**config.mk**
```make
export PLATFORM = sky130hd
export DESIGN_NAME = shuffled_minimal_standard_rng_top
export DESIGN_NICKNAME = d
export VERILOG_FILES = /design/src/sv/smsr_pkg.sv /design/src/sv/smsr_ram.sv /design/src/sv/shuffled_minimal_standard_rng_top.sv
export SDC_FILE = /design/constraint.sdc
export NUM_CORES = 2
export LEC_CHECK = 0
export BUFFER_PORTS_ARGS = -buffer_cell sky130_fd_sc_hd__clkbuf_2
export CORE_ASPECT_RATIO = 1.25
export CORE_MARGIN = 3
export CORE_UTILIZATION = 25
export CTS_CLUSTER_SIZE = 25
export DETAILED_ROUTE_END_ITERATION = 7
export GPL_TIMING_DRIVEN = 0
export PLACE_DENSITY = 0.5
export SYNTH_ARGS = -nofsm -noshare
export SYNTH_HDL_FRONTEND = slang
export SYNTH_SLANG_ARGS = --single-unit
```
**constraint.sdc**
```tcl
create_clock -name clk -period 7.25 [get_ports clk]
set_clock_uncertainty 0.15 [all_clocks]
set_input_delay 0.725 -clock clk [delete_from_list [all_inputs] [get_ports clk]]
set_output_delay 0.725 -clock clk [all_outputs]
set_load 0.01 [all_outputs]
```
**src/sv/smsr_pkg.sv**
```systemverilog
// Shared types, constants and the control store for the shuffled minimal standard generator.
// Used by smsr_ram and shuffled_minimal_standard_rng_top; depends on nothing else.
package smsr_pkg;

    localparam int VAL_W          = 31;
    localparam int MUL_W          = 15;
    localparam int PROD_W         = VAL_W + MUL_W;
    localparam int TABLE_SIZE_DEF = 32;
    localparam int WARMUP_STEPS   = 8;
    localparam int UPC_W          = 4;

    localparam logic [MUL_W-1:0] LCG_MUL = 15'd16807;
    localparam logic [VAL_W-1:0] LCG_MOD = 31'h7FFF_FFFF;

    typedef logic [UPC_W-1:0] upc_t;

    localparam upc_t U_IDLE     = 4'd0;
    localparam upc_t U_DRAW_WB  = 4'd1;
    localparam upc_t U_DIV_DRAW = 4'd2;
    localparam upc_t U_RS_LOAD  = 4'd3;
    localparam upc_t U_RS_MUL   = 4'd4;
    localparam upc_t U_RS_RED   = 4'd5;
    localparam upc_t U_RS_END   = 4'd6;
    localparam upc_t U_DIV_RS   = 4'd7;
    localparam upc_t U_RS_READ  = 4'd8;

    typedef enum logic [1:0] {
        BR_ALWAYS,
        BR_ACCEPT,
        BR_CNT_ZERO,
        BR_POW2
    } br_t;

    typedef struct packed {
        logic mul;
        logic red;
        logic wr_seq;
        logic rd_slot;
        logic upd;
        logic set_last;
        logic div_step;
        logic load_seed;
        logic cnt_dec;
        logic wait_out;
        br_t  br;
        upc_t tgt_t;
        upc_t tgt_f;
    } ucode_t;

    function automatic ucode_t ucode_rom(input upc_t a);
        ucode_t w;
        begin
            w = '0;
            unique case (a)
                U_IDLE:
                begin
                    w.mul = 1'b1; w.rd_slot = 1'b1;
                    w.br = BR_ACCEPT; w.tgt_t = U_DRAW_WB; w.tgt_f = U_IDLE;
                end
                U_DRAW_WB:
                begin
                    w.wait_out = 1'b1; w.red = 1'b1; w.upd = 1'b1;
                    w.br = BR_POW2; w.tgt_t = U_IDLE; w.tgt_f = U_DIV_DRAW;
                end
                U_DIV_DRAW:
                begin
                    w.div_step = 1'b1;
                    w.br = BR_ALWAYS; w.tgt_t = U_IDLE; w.tgt_f = U_IDLE;
                end
                U_RS_LOAD:
                begin
                    w.load_seed = 1'b1;
                    w.br = BR_ALWAYS; w.tgt_t = U_RS_MUL; w.tgt_f = U_RS_MUL;
                end
                U_RS_MUL:
                begin
                    w.mul = 1'b1;
                    w.br = BR_ALWAYS; w.tgt_t = U_RS_RED; w.tgt_f = U_RS_RED;
                end
                U_RS_RED:
                begin
                    w.red = 1'b1; w.wr_seq = 1'b1; w.cnt_dec = 1'b1;
                    w.br = BR_CNT_ZERO; w.tgt_t = U_RS_END; w.tgt_f = U_RS_MUL;
                end
                U_RS_END:
                begin
                    w.set_last = 1'b1;
                    w.br = BR_POW2; w.tgt_t = U_RS_READ; w.tgt_f = U_DIV_RS;
                end
                U_DIV_RS:
                begin
                    w.div_step = 1'b1;
                    w.br = BR_ALWAYS; w.tgt_t = U_RS_READ; w.tgt_f = U_RS_READ;
                end
                U_RS_READ:
                begin
                    w.mul = 1'b1; w.rd_slot = 1'b1;
                    w.br = BR_ALWAYS; w.tgt_t = U_DRAW_WB; w.tgt_f = U_DRAW_WB;
                end
                default:
                begin
                    w.br = BR_ALWAYS; w.tgt_t = U_IDLE; w.tgt_f = U_IDLE;
                end
            endcase
            return w;
        end
    endfunction

    function automatic logic [VAL_W-1:0] lcg_reduce(input logic [PROD_W-1:0] p);
        logic [VAL_W:0] s;
        begin
            s = {1'b0, p[VAL_W-1:0]} + (VAL_W + 1)'(p[PROD_W-1:VAL_W]);
            if (s >= {1'b0, LCG_MOD})
            begin
                s = s - {1'b0, LCG_MOD};
            end
            return s[VAL_W-1:0];
        end
    endfunction

endpackage

```
**src/sv/smsr_ram.sv**
```systemverilog
// Generic single-write, single-read RAM with registered read data.
// Uses smsr_pkg for default sizes.
module smsr_ram #(
    parameter int WIDTH = smsr_pkg::VAL_W,
    parameter int DEPTH = smsr_pkg::TABLE_SIZE_DEF
) (
    input  logic                     clk,
    input  logic                     wr_en,
    input  logic [$clog2(DEPTH)-1:0] wr_addr,
    input  logic [WIDTH-1:0]         wr_data,
    input  logic                     rd_en,
    input  logic [$clog2(DEPTH)-1:0] rd_addr,
    output logic [WIDTH-1:0]         rd_data
);

    logic [WIDTH-1:0] mem [DEPTH];

    always_ff @(posedge clk)
    begin
        if (wr_en)
        begin
            mem[wr_addr] <= wr_data;
        end
        if (rd_en)
        begin
            rd_data <= mem[rd_addr];
        end
    end

endmodule

```
**src/sv/shuffled_minimal_standard_rng_top.sv**
```systemverilog
// Shuffled minimal standard generator: Lehmer x*16807 mod (2^31-1) behind a shuffle table.
// Draw: IDLE then DRAW_WB when the slot divisor is a power of two (TABLE_SIZE 32),
// else DIV_DRAW follows with a reciprocal multiply for the slot; one table RAM port each way.
// Reseed or first draw: RS_LOAD, RS_MUL/RS_RED on the shared multiply/reduce, RS_END, RS_READ.
// Reset (rst_n, async low) clears generator and last output; table is filled on first draw.
// Depends on smsr_pkg and smsr_ram.
module shuffled_minimal_standard_rng_top #(
    parameter int TABLE_SIZE = smsr_pkg::TABLE_SIZE_DEF
) (
    input  logic                        clk,
    input  logic                        rst_n,
    input  logic                        req_valid,
    output logic                        req_stall,
    input  logic                        cmd,
    input  logic [smsr_pkg::VAL_W-1:0]  seed,
    output logic                        rsp_valid,
    input  logic                        rsp_stall,
    output logic [smsr_pkg::VAL_W-1:0]  value
);

    localparam int VW         = smsr_pkg::VAL_W;
    localparam int SW         = $clog2(TABLE_SIZE);
    localparam int CW         = $clog2(TABLE_SIZE + smsr_pkg::WARMUP_STEPS);
    localparam longint DIV    = 1 + (longint'(smsr_pkg::LCG_MOD) - 1) / TABLE_SIZE;
    localparam int DIV_SHIFT  = $clog2(DIV);
    localparam bit DIV_POW2   = (DIV == (longint'(1) << DIV_SHIFT));
    localparam int RCP_W      = VW + 1;
    localparam int QP_W       = VW + RCP_W;
    localparam int RCP_SHIFT  = VW + DIV_SHIFT;
    localparam longint RCP    = ((longint'(1) << RCP_SHIFT) + DIV - 1) / DIV;
    localparam logic [RCP_W-1:0] RCP_VAL = RCP_W'(RCP);
    localparam logic [CW-1:0] CNT_SEED = CW'(TABLE_SIZE + smsr_pkg::WARMUP_STEPS - 1);
    localparam logic [CW-1:0] CNT_TAB  = CW'(TABLE_SIZE);

    smsr_pkg::upc_t                 upc_reg, upc_next;
    logic                           rsp_valid_reg, rsp_valid_next;
    logic [VW-1:0]                  value_reg, value_next;
    logic [VW-1:0]                  lehmer_reg, lehmer_next;
    logic [VW-1:0]                  last_reg, last_next;
    logic [smsr_pkg::PROD_W-1:0]    prod_reg, prod_next;
    logic [VW-1:0]                  seed_reg, seed_next;
    logic [SW-1:0]                  slot_reg, slot_next;
    logic [CW-1:0]                  cnt_reg, cnt_next;

    smsr_pkg::ucode_t               cw;
    logic                           accept;
    logic                           need_reseed;
    logic                           out_free;
    logic                           exec;
    logic                           br_taken;
    logic [VW-1:0]                  red_val;
    logic [VW-1:0]                  seed_fix;
    logic [VW-1:0]                  last_src;
    logic [QP_W-1:0]                quo_prod;
    logic                           ram_wr_en;
    logic [SW-1:0]                  ram_wr_addr;
    logic                           ram_rd_en;
    logic [VW-1:0]                  ram_rd_data;

    assign cw          = smsr_pkg::ucode_rom(upc_reg);
    assign req_stall   = (upc_reg != smsr_pkg::U_IDLE);
    assign accept      = req_valid && !req_stall;
    assign need_reseed = cmd || (last_reg == '0);
    assign out_free    = !rsp_valid_reg || !rsp_stall;
    assign exec        = !(cw.wait_out && !out_free);
    assign red_val     = smsr_pkg::lcg_reduce(prod_reg);
    assign seed_fix    = ((seed_reg == '0) || (seed_reg == smsr_pkg::LCG_MOD)) ? VW'(1) : seed_reg;
    assign last_src    = cw.upd ? ram_rd_data : lehmer_reg;
    assign quo_prod    = QP_W'(last_reg) * QP_W'(RCP_VAL);

    assign ram_wr_en   = exec && (cw.upd || (cw.wr_seq && (cnt_reg < CNT_TAB)));
    assign ram_wr_addr = cw.upd ? slot_reg : cnt_reg[SW-1:0];
    assign ram_rd_en   = exec && cw.rd_slot;

    smsr_ram #(
        .WIDTH (VW),
        .DEPTH (TABLE_SIZE)
    ) u_table (
        .clk     (clk),
        .wr_en   (ram_wr_en),
        .wr_addr (ram_wr_addr),
        .wr_data (red_val),
        .rd_en   (ram_rd_en),
        .rd_addr (slot_reg),
        .rd_data (ram_rd_data)
    );

    always_comb
    begin
        unique case (cw.br)
            smsr_pkg::BR_ALWAYS:   br_taken = 1'b1;
            smsr_pkg::BR_ACCEPT:   br_taken = accept;
            smsr_pkg::BR_CNT_ZERO: br_taken = (cnt_reg == '0);
            smsr_pkg::BR_POW2:     br_taken = DIV_POW2;
            default:               br_taken = 1'b0;
        endcase
    end

    always_comb
    begin
        upc_next       = upc_reg;
        rsp_valid_next = rsp_valid_reg && rsp_stall;
        value_next     = value_reg;
        lehmer_next    = lehmer_reg;
        last_next      = last_reg;
        prod_next      = prod_reg;
        seed_next      = seed_reg;
        slot_next      = slot_reg;
        cnt_next       = cnt_reg;

        if (accept)
        begin
            seed_next = seed;
        end

        if (exec)
        begin
            if (cw.br == smsr_pkg::BR_ACCEPT && accept && need_reseed)
            begin
                upc_next = smsr_pkg::U_RS_LOAD;
            end
            else
            begin
                upc_next = br_taken ? cw.tgt_t : cw.tgt_f;
            end

            if (cw.mul)
            begin
                prod_next = smsr_pkg::PROD_W'(lehmer_reg) * smsr_pkg::PROD_W'(smsr_pkg::LCG_MUL);
            end
            if (cw.red)
            begin
                lehmer_next = red_val;
            end
            if (cw.cnt_dec)
            begin
                cnt_next = cnt_reg - CW'(1);
            end
            if (cw.load_seed)
            begin
                lehmer_next = seed_fix;
                cnt_next    = CNT_SEED;
            end
            if (cw.div_step)
            begin
                slot_next = SW'(quo_prod >> RCP_SHIFT);
            end
            if (cw.upd || cw.set_last)
            begin
                last_next = last_src;
                if (DIV_POW2)
                begin
                    slot_next = SW'(last_src >> DIV_SHIFT);
                end
            end
            if (cw.upd)
            begin
                rsp_valid_next = 1'b1;
                value_next     = ram_rd_data;
            end
        end
    end

    always_ff @(posedge clk or negedge rst_n)
    begin
        if (!rst_n)
        begin
            upc_reg       <= smsr_pkg::U_IDLE;
            rsp_valid_reg <= 1'b0;
            lehmer_reg    <= '0;
            last_reg      <= '0;
        end
        else
        begin
            upc_reg       <= upc_next;
            rsp_valid_reg <= rsp_valid_next;
            lehmer_reg    <= lehmer_next;
            last_reg      <= last_next;
        end
    end

    always_ff @(posedge clk)
    begin
        value_reg <= value_next;
        prod_reg  <= prod_next;
        seed_reg  <= seed_next;
        slot_reg  <= slot_next;
        cnt_reg   <= cnt_next;
    end

    assign rsp_valid = rsp_valid_reg;
    assign value     = value_reg;

`ifndef SYNTH
    a_value_range: assert property (@(posedge clk) disable iff (!rst_n)
        rsp_valid |-> (value != '0) && (value != smsr_pkg::LCG_MOD))
        else $error("item value outside generator range");

    a_reseed_dispatch: assert property (@(posedge clk) disable iff (!rst_n)
        (req_valid && !req_stall && (cmd || (last_reg == '0)))
        |=> (upc_reg == smsr_pkg::U_RS_LOAD))
        else $error("reseed item did not enter the reseed program");

    a_lehmer_live: assert property (@(posedge clk) disable iff (!rst_n)
        (last_reg != '0) |-> (lehmer_reg != '0) && (lehmer_reg != smsr_pkg::LCG_MOD))
        else $error("generator state left its valid range");

    a_slot_bound: assert property (@(posedge clk) disable iff (!rst_n)
        ((upc_reg == smsr_pkg::U_IDLE) && (last_reg != '0))
        |-> (32'(slot_reg) < 32'(TABLE_SIZE)))
        else $error("table slot out of range");

    a_draw_two_step: assert property (@(posedge clk) disable iff (!rst_n)
        (req_valid && !req_stall && !cmd && (last_reg != '0))
        |=> (upc_reg == smsr_pkg::U_DRAW_WB))
        else $error("draw item did not go to write-back");
`endif

endmodule
```
# Word level (Yosys, flattened, before mapping)
# Memories as Yosys holds them, arrays and structs flattened. A register that Yosys moved wholly into a read port is not among the register bits.
# Index checks and enable logic that the tools add are counted.
[totals]
output_inout_bits = 33
regBits = 186
input_bits = 36
ram_bits = 992
memories = 1
word_cells = 92
[mem_list]
columns = ["memory", "words", "width", "read_ports", "rd_ports_with_merged_regs", "write_ports", "line_no", "rtl"]
rows = [
  ["u_table.mem", 32, 31, 1, 1, 1, "smsr_ram.sv:16", "logic [WIDTH-1:0] mem [DEPTH];"],
]
[classes]
addsub = 3
eq_ne = 12
bitwise = 1
mul = 1
reduce_logical = 38
mux = 25
n_lt_le_gt_ge = 2
[ops]
columns = ["op", "count"]
rows = [
  ["$mux W31", 5],
  ["$pmux W10 S8", 1],
  ["$logic_not A31 Y1", 2],
  ["$mul A31 B15 Y46 const B", 1],
  ["$add A31 B15 Y32", 1],
  ["$ge A32 B31 Y1 const B", 1],
  ["$eq A31 B31 Y1 const B", 1],
  ["$sub A31 B31 Y31 const B", 1],
  ["$eq A4 B3 Y1 const B", 4],
  ["$mux W5", 3],
  ["$mux W1", 12],
  ["$reduce_and A2 Y1", 6],
  ["$eq A4 B2 Y1 const B", 2],
  ["$logic_and A1 B1 Y1", 8],
  ["$mux W4", 2],
  ["$reduce_or A2 Y1", 4],
  ["$logic_not A6 Y1", 1],
  ["$lt A6 B6 Y1 const B", 1],
  ["$mux W6", 1],
  ["$reduce_bool A2 Y1", 3],
  ["$sub A6 B1 Y6 const B", 1],
  ["$logic_not A1 Y1", 5],
  ["$logic_or A1 B1 Y1", 5],
  ["$eq A2 B2 Y1 const B", 2],
  ["other kinds (9)", 9],
]

# Logic depth before layout (Yosys ltp)
[depth]
word_depth = 8
depth_mapped = 24
depth_no_buf = 23

# By module
# A second synthesis with hierarchy kept.
[unflattened]
cells_unflattened = 3825
hier_area_um2 = 55953.7
[modules_own_cells]
columns = ["module", "area_each_um2", "cells_each", "instances"]
rows = [
  ["smsr_ram", 39474.1, 2192, 1],
  ["shuffled_minimal_standard_rng_top", 16479.6, 1633, 1],
]

# Worst setup path after synthesis
# OpenSTA, ideal clock, no wires.
[synth_path]
path_type = "reg2reg"
startpoint = "register lehmer_reg[10]"
endpoint = "register prod_reg[40] (netlist name), data pin"
t_required_ps = 6842
path_stages_with_launch = 25
t_arrival_ps = 5631
setup_slack_ps = 1211
path_cell_list = "dfrtp_1 -> inv_1 -> fa_1 -> inv_1 -> ha_1 -> inv_1 -> fa_1 -> inv_1 -> ha_1 -> fa_1 -> inv_1 -> fa_1 -> inv_1 -> ha_1 -> clkbuf_1 -> and3_1 -> a221o_1 -> a311oi_1 -> nor4b_1 -> a211o_1 -> o211a_1 -> a31oi_1 -> o21bai_1 -> a21oi_1 -> xnor2_1"
[synth_between]
elab_chain_len = 1
[synth_lines]
columns = ["element", "line_no", "rtl"]
rows = [
  ["start, declared", "shuffled_minimal_standard_rng_top.sv:38", "logic [VW-1:0] lehmer_reg, lehmer_next;"],
  ["start signal, assigned", "shuffled_minimal_standard_rng_top.sv:177", "lehmer_reg <= lehmer_next;"],
  ["$mul A31 B15 Y46", "shuffled_minimal_standard_rng_top.sv:129", "prod_next = smsr_pkg::PROD_W'(lehmer_reg) * smsr_pkg::PROD_W'(smsr_pkg::LCG_MUL);"],
  ["end signal, assigned", "shuffled_minimal_standard_rng_top.sv:185", "prod_reg <= prod_next;"],
  ["end, declared", "shuffled_minimal_standard_rng_top.sv:40", "logic [smsr_pkg::PROD_W-1:0] prod_reg, prod_next;"],
]
# No other way between the ends.
# A chain may end at the register's enable or synchronous reset.

# Final worst setup path
[layout_path]
startpoint = "register lehmer_reg[17]"
endpoint = "register prod_reg[33] (netlist name), data pin"
# The elaborated chain is that of the path after synthesis.

==> flow_summary.json <==
{
  "yosys_warnings": 0,
  "firstDrtPassIters": 6,
  "wl_per_cell_um": 25.0,
  "hold_violations": 0,
  "synthArstFlopShare_pct": 5.54,
  "fin_tns_setup_ns": 0,
  "crit_fanout": 10,
  "fin_cells": 6491,
  "worst_pin_slew_ns": 1.40,
  "start_util_pct": 25.2,
  "hold_path.class": "in -> reg",
  "yosysTopAreaCell": "edfxtp_1",
  "setup_violations": 0,
  "largest_reg_flops": 992,
  "final.setup.worst_slack_ns": 0.337,
  "synth_top_family_by_area": "multiplexers",
  "die_x_um": 427,
  "grt_pass1_wl_um": 232000,
  "io_buffers": 68,
  "path_clk_slew_ns": 0.06,
  "finalMaxSlewViolations": 0,
  "start_kind": "register",
  "synth_top_area_share_pct": 62.0,
  "htree_levels": 4,
  "synth_nets": 3552,
  "worstSetupEndpointType": "register",
  "root_buffer": "clkbuf_16",
  "syn_avg_cell_area_sq_um": 17.4,
  "worst-endpoint-required_ns": 7.69,
  "holdPathEnd": "seed_reg[19]",
  "synth_edf_count": 1142,
  "fin_util_pct": 29.9,
  "area_delta_synth_final_pct": 18.6,
  "cts_tree": "done",
  "critPathArrivalTime_ns": 7.35,
  "track_usage_pct": 14.3,
  "grt_pass1_vias": 31452,
  "ys.flop_type": "edfxtp_1",
  "synth.area.mux_share_pct": 13.4,
  "synth_cell_types": 75,
  "placementRows": 192,
  "synth-compound-area-share_pct": 4.05,
  "reg2reg_depth": 24,
  "antenna_left": 0,
  "core_area_sq_um": 220000,
  "syn_area_sq_um": 55300,
  "drc": 0,
  "synth_xor_area_share_pct": 1.09,
  "ys_seq_area_share_pct": 65.0,
  "routed_wl_um": 162000,
  "status": "finished clean",
  "post-dp-hpwl_um": 118000,
  "ys_top_cells_by_area": "edfxtp_1, mux4_2, fa_1, ha_1, dfrtp_1",
  "drive_gt1_share_pct": 21.7,
  "gp_congestion": 0.854,
  "drv_cap": 0,
  "synth_adder_area_share_pct": 9.53,
  "r2r-start": "lehmer_reg[17]",
  "min_path_cells": 1,
  "max-clock-path-buffers": 3,
  "fin_crit_sh_pct": 95.4,
  "clock-sinks": 1209,
  "maxSlewHeadroom_pct": 6.63,
  "dieHeight_um": 532,
  "via_count": 30095,
  "min_from": "seed[19]",
  "io_pins": 69,
  "dp_cells": 6223,
  "final_common_cell": "edfxtp_1",
  "layout_common_cells": "edfxtp_1, mux4_2, inv_1",
  "rrSetupSlack_ns": 0.34,
  "final_nets": 3852,
  "fp.dieArea_sq_um": 227000,
  "timing.fmax_mhz": 145,
  "criticalPathCategory": "reg -> reg",
  "r2r_end": "prod_reg[33]",
  "grt-ovfl-total": 0,
  "fin_crit_ns": 6.91,
  "postSynthCellCount": 3175,
  "drt_iter0_markers": 2515,
  "grt_max_degree": 56,
  "vias_per_cell": 4.64,
  "synth_simple_gate_area_share_pct": 4.01,
  "post-cts-setup-buffers": 0,
  "dp_worst_setup_slack_ns": -0.307,
  "cts_inserted_buffers": 133,
  "grt_setup_unrepaired": "yes",
  "worstSkewPairLatency_ns": 0.77,
  "synth_seq_cells": 1209,
  "antenna_found_initial": 3
}
-- cells by family after synthesis --
family	Yosys count
AOI/OAI and AO/OA	327
xor gates and xnor gates	69
and+or+nand+nor	459
adders and majority gates	341
DFF	1209
muxes	350
buffers and inverters	420
-- worst max path at each step --
stage                   start             endpoint  slack [ns]
3_5_place_dp   lehmer_reg[13]         prod_reg[31]       -0.31
6_report       lehmer_reg[17]         prod_reg[33]        0.34
2_1_floorplan  lehmer_reg[10]         prod_reg[40]        1.21
4_1_cts        lehmer_reg[19]         prod_reg[33]        0.03
5_1_grt        lehmer_reg[13]         prod_reg[33]      -0.002
3_3_place_gp       upc_reg[0]  u_table.mem[27][19]       -2.45
-- layout make-up --
| type | count | area [sq um] |
|---|---|---|
| well taps | 2910 | 3640 |
| plain buffers | 119 | 458 |
| flip-flops and latches | 1209 | 36000 |
| fillers | 21670 | 154000 |
| clock buffers | 159 | 3520 |
| repair buffers | 165 | 1960 |
| clock inverters | 80 | 653 |
| multi-input cells | 1546 | 18300 |
| inverters | 301 | 1130 |
| diodes | 2 | 5.00 |
-- layer usage --
metal / share of wire (%) / track usage, % / wire length (um)
met5: 0 / 0 / 0
met4: 4.0 / 5.20 / 6510
met3: 4.1 / 1.96 / 6650
met2: 52 / 25.6 / 85000
met1: 40 / 17.4 / 64200
-- what timing repair did --
item | in CTS | in global routing
endpoints found under the setup margin | 7 | 9
hold endpoints to repair | 79 | 0
resized for setup | 12 | 6
hold buffers | 24 | 0
-- cell usage after synthesis, types with 11 or more instances --
master and count:
nor2_1 146, a21oi_1 73, xor2_1 22, edfxtp_1 1142
clkbuf_1 87, nand2b_1 18, a211oi_1 12, a22o_1 16
or3_1 14, a31oi_1 32, inv_1 301, nand3_1 19
nor4_1 18, buf_1 27, and3_1 14, xnor2_1 47
o21ai_0 47, o21a_1 11, dfrtp_1 67, nand4_1 20
nand2_1 134, a21o_1 48, fa_1 134, nor3_1 23
ha_1 207, mux2_2 32, mux4_2 310
-- worst max-delay path: stages (launching register included) --
cell	delay, ns
dfrtp_2	0.53
inv_1	0.24
fa_1	0.58
inv_1	0.04
ha_1	0.26
inv_1	0.05
fa_1	0.50
inv_1	0.06
fa_1	0.49
fa_1	0.50
inv_1	0.06
fa_1	0.48
inv_1	0.05
ha_1	0.26
clkbuf_1	0.20
and4_1	0.26
and4_1	0.23
o2111ai_1	0.11
nand3_2	0.21
o21ai_1	0.26
o21ai_0	0.20
a21o_1	0.21
a21o_1	0.21
or4_1	0.44
nand4_1	0.18
-- per-stage QoR --
| step | instance area (sq um) | hold slack (ns) |
|---|---|---|
| final | 65600 | 0.0737 |
| after global routing | 65600 | 0.0437 |
| after CTS | 65500 | 0.0463 |
| after detailed placement | 61100 | 0.306 |
| after floorplan | 55300 | 0.276 |
| after global placement | 59300 | 0.303 |
Power is not shown: default switching activity piles up to over one toggle a cycle in this logic, so the estimate is an artifact.
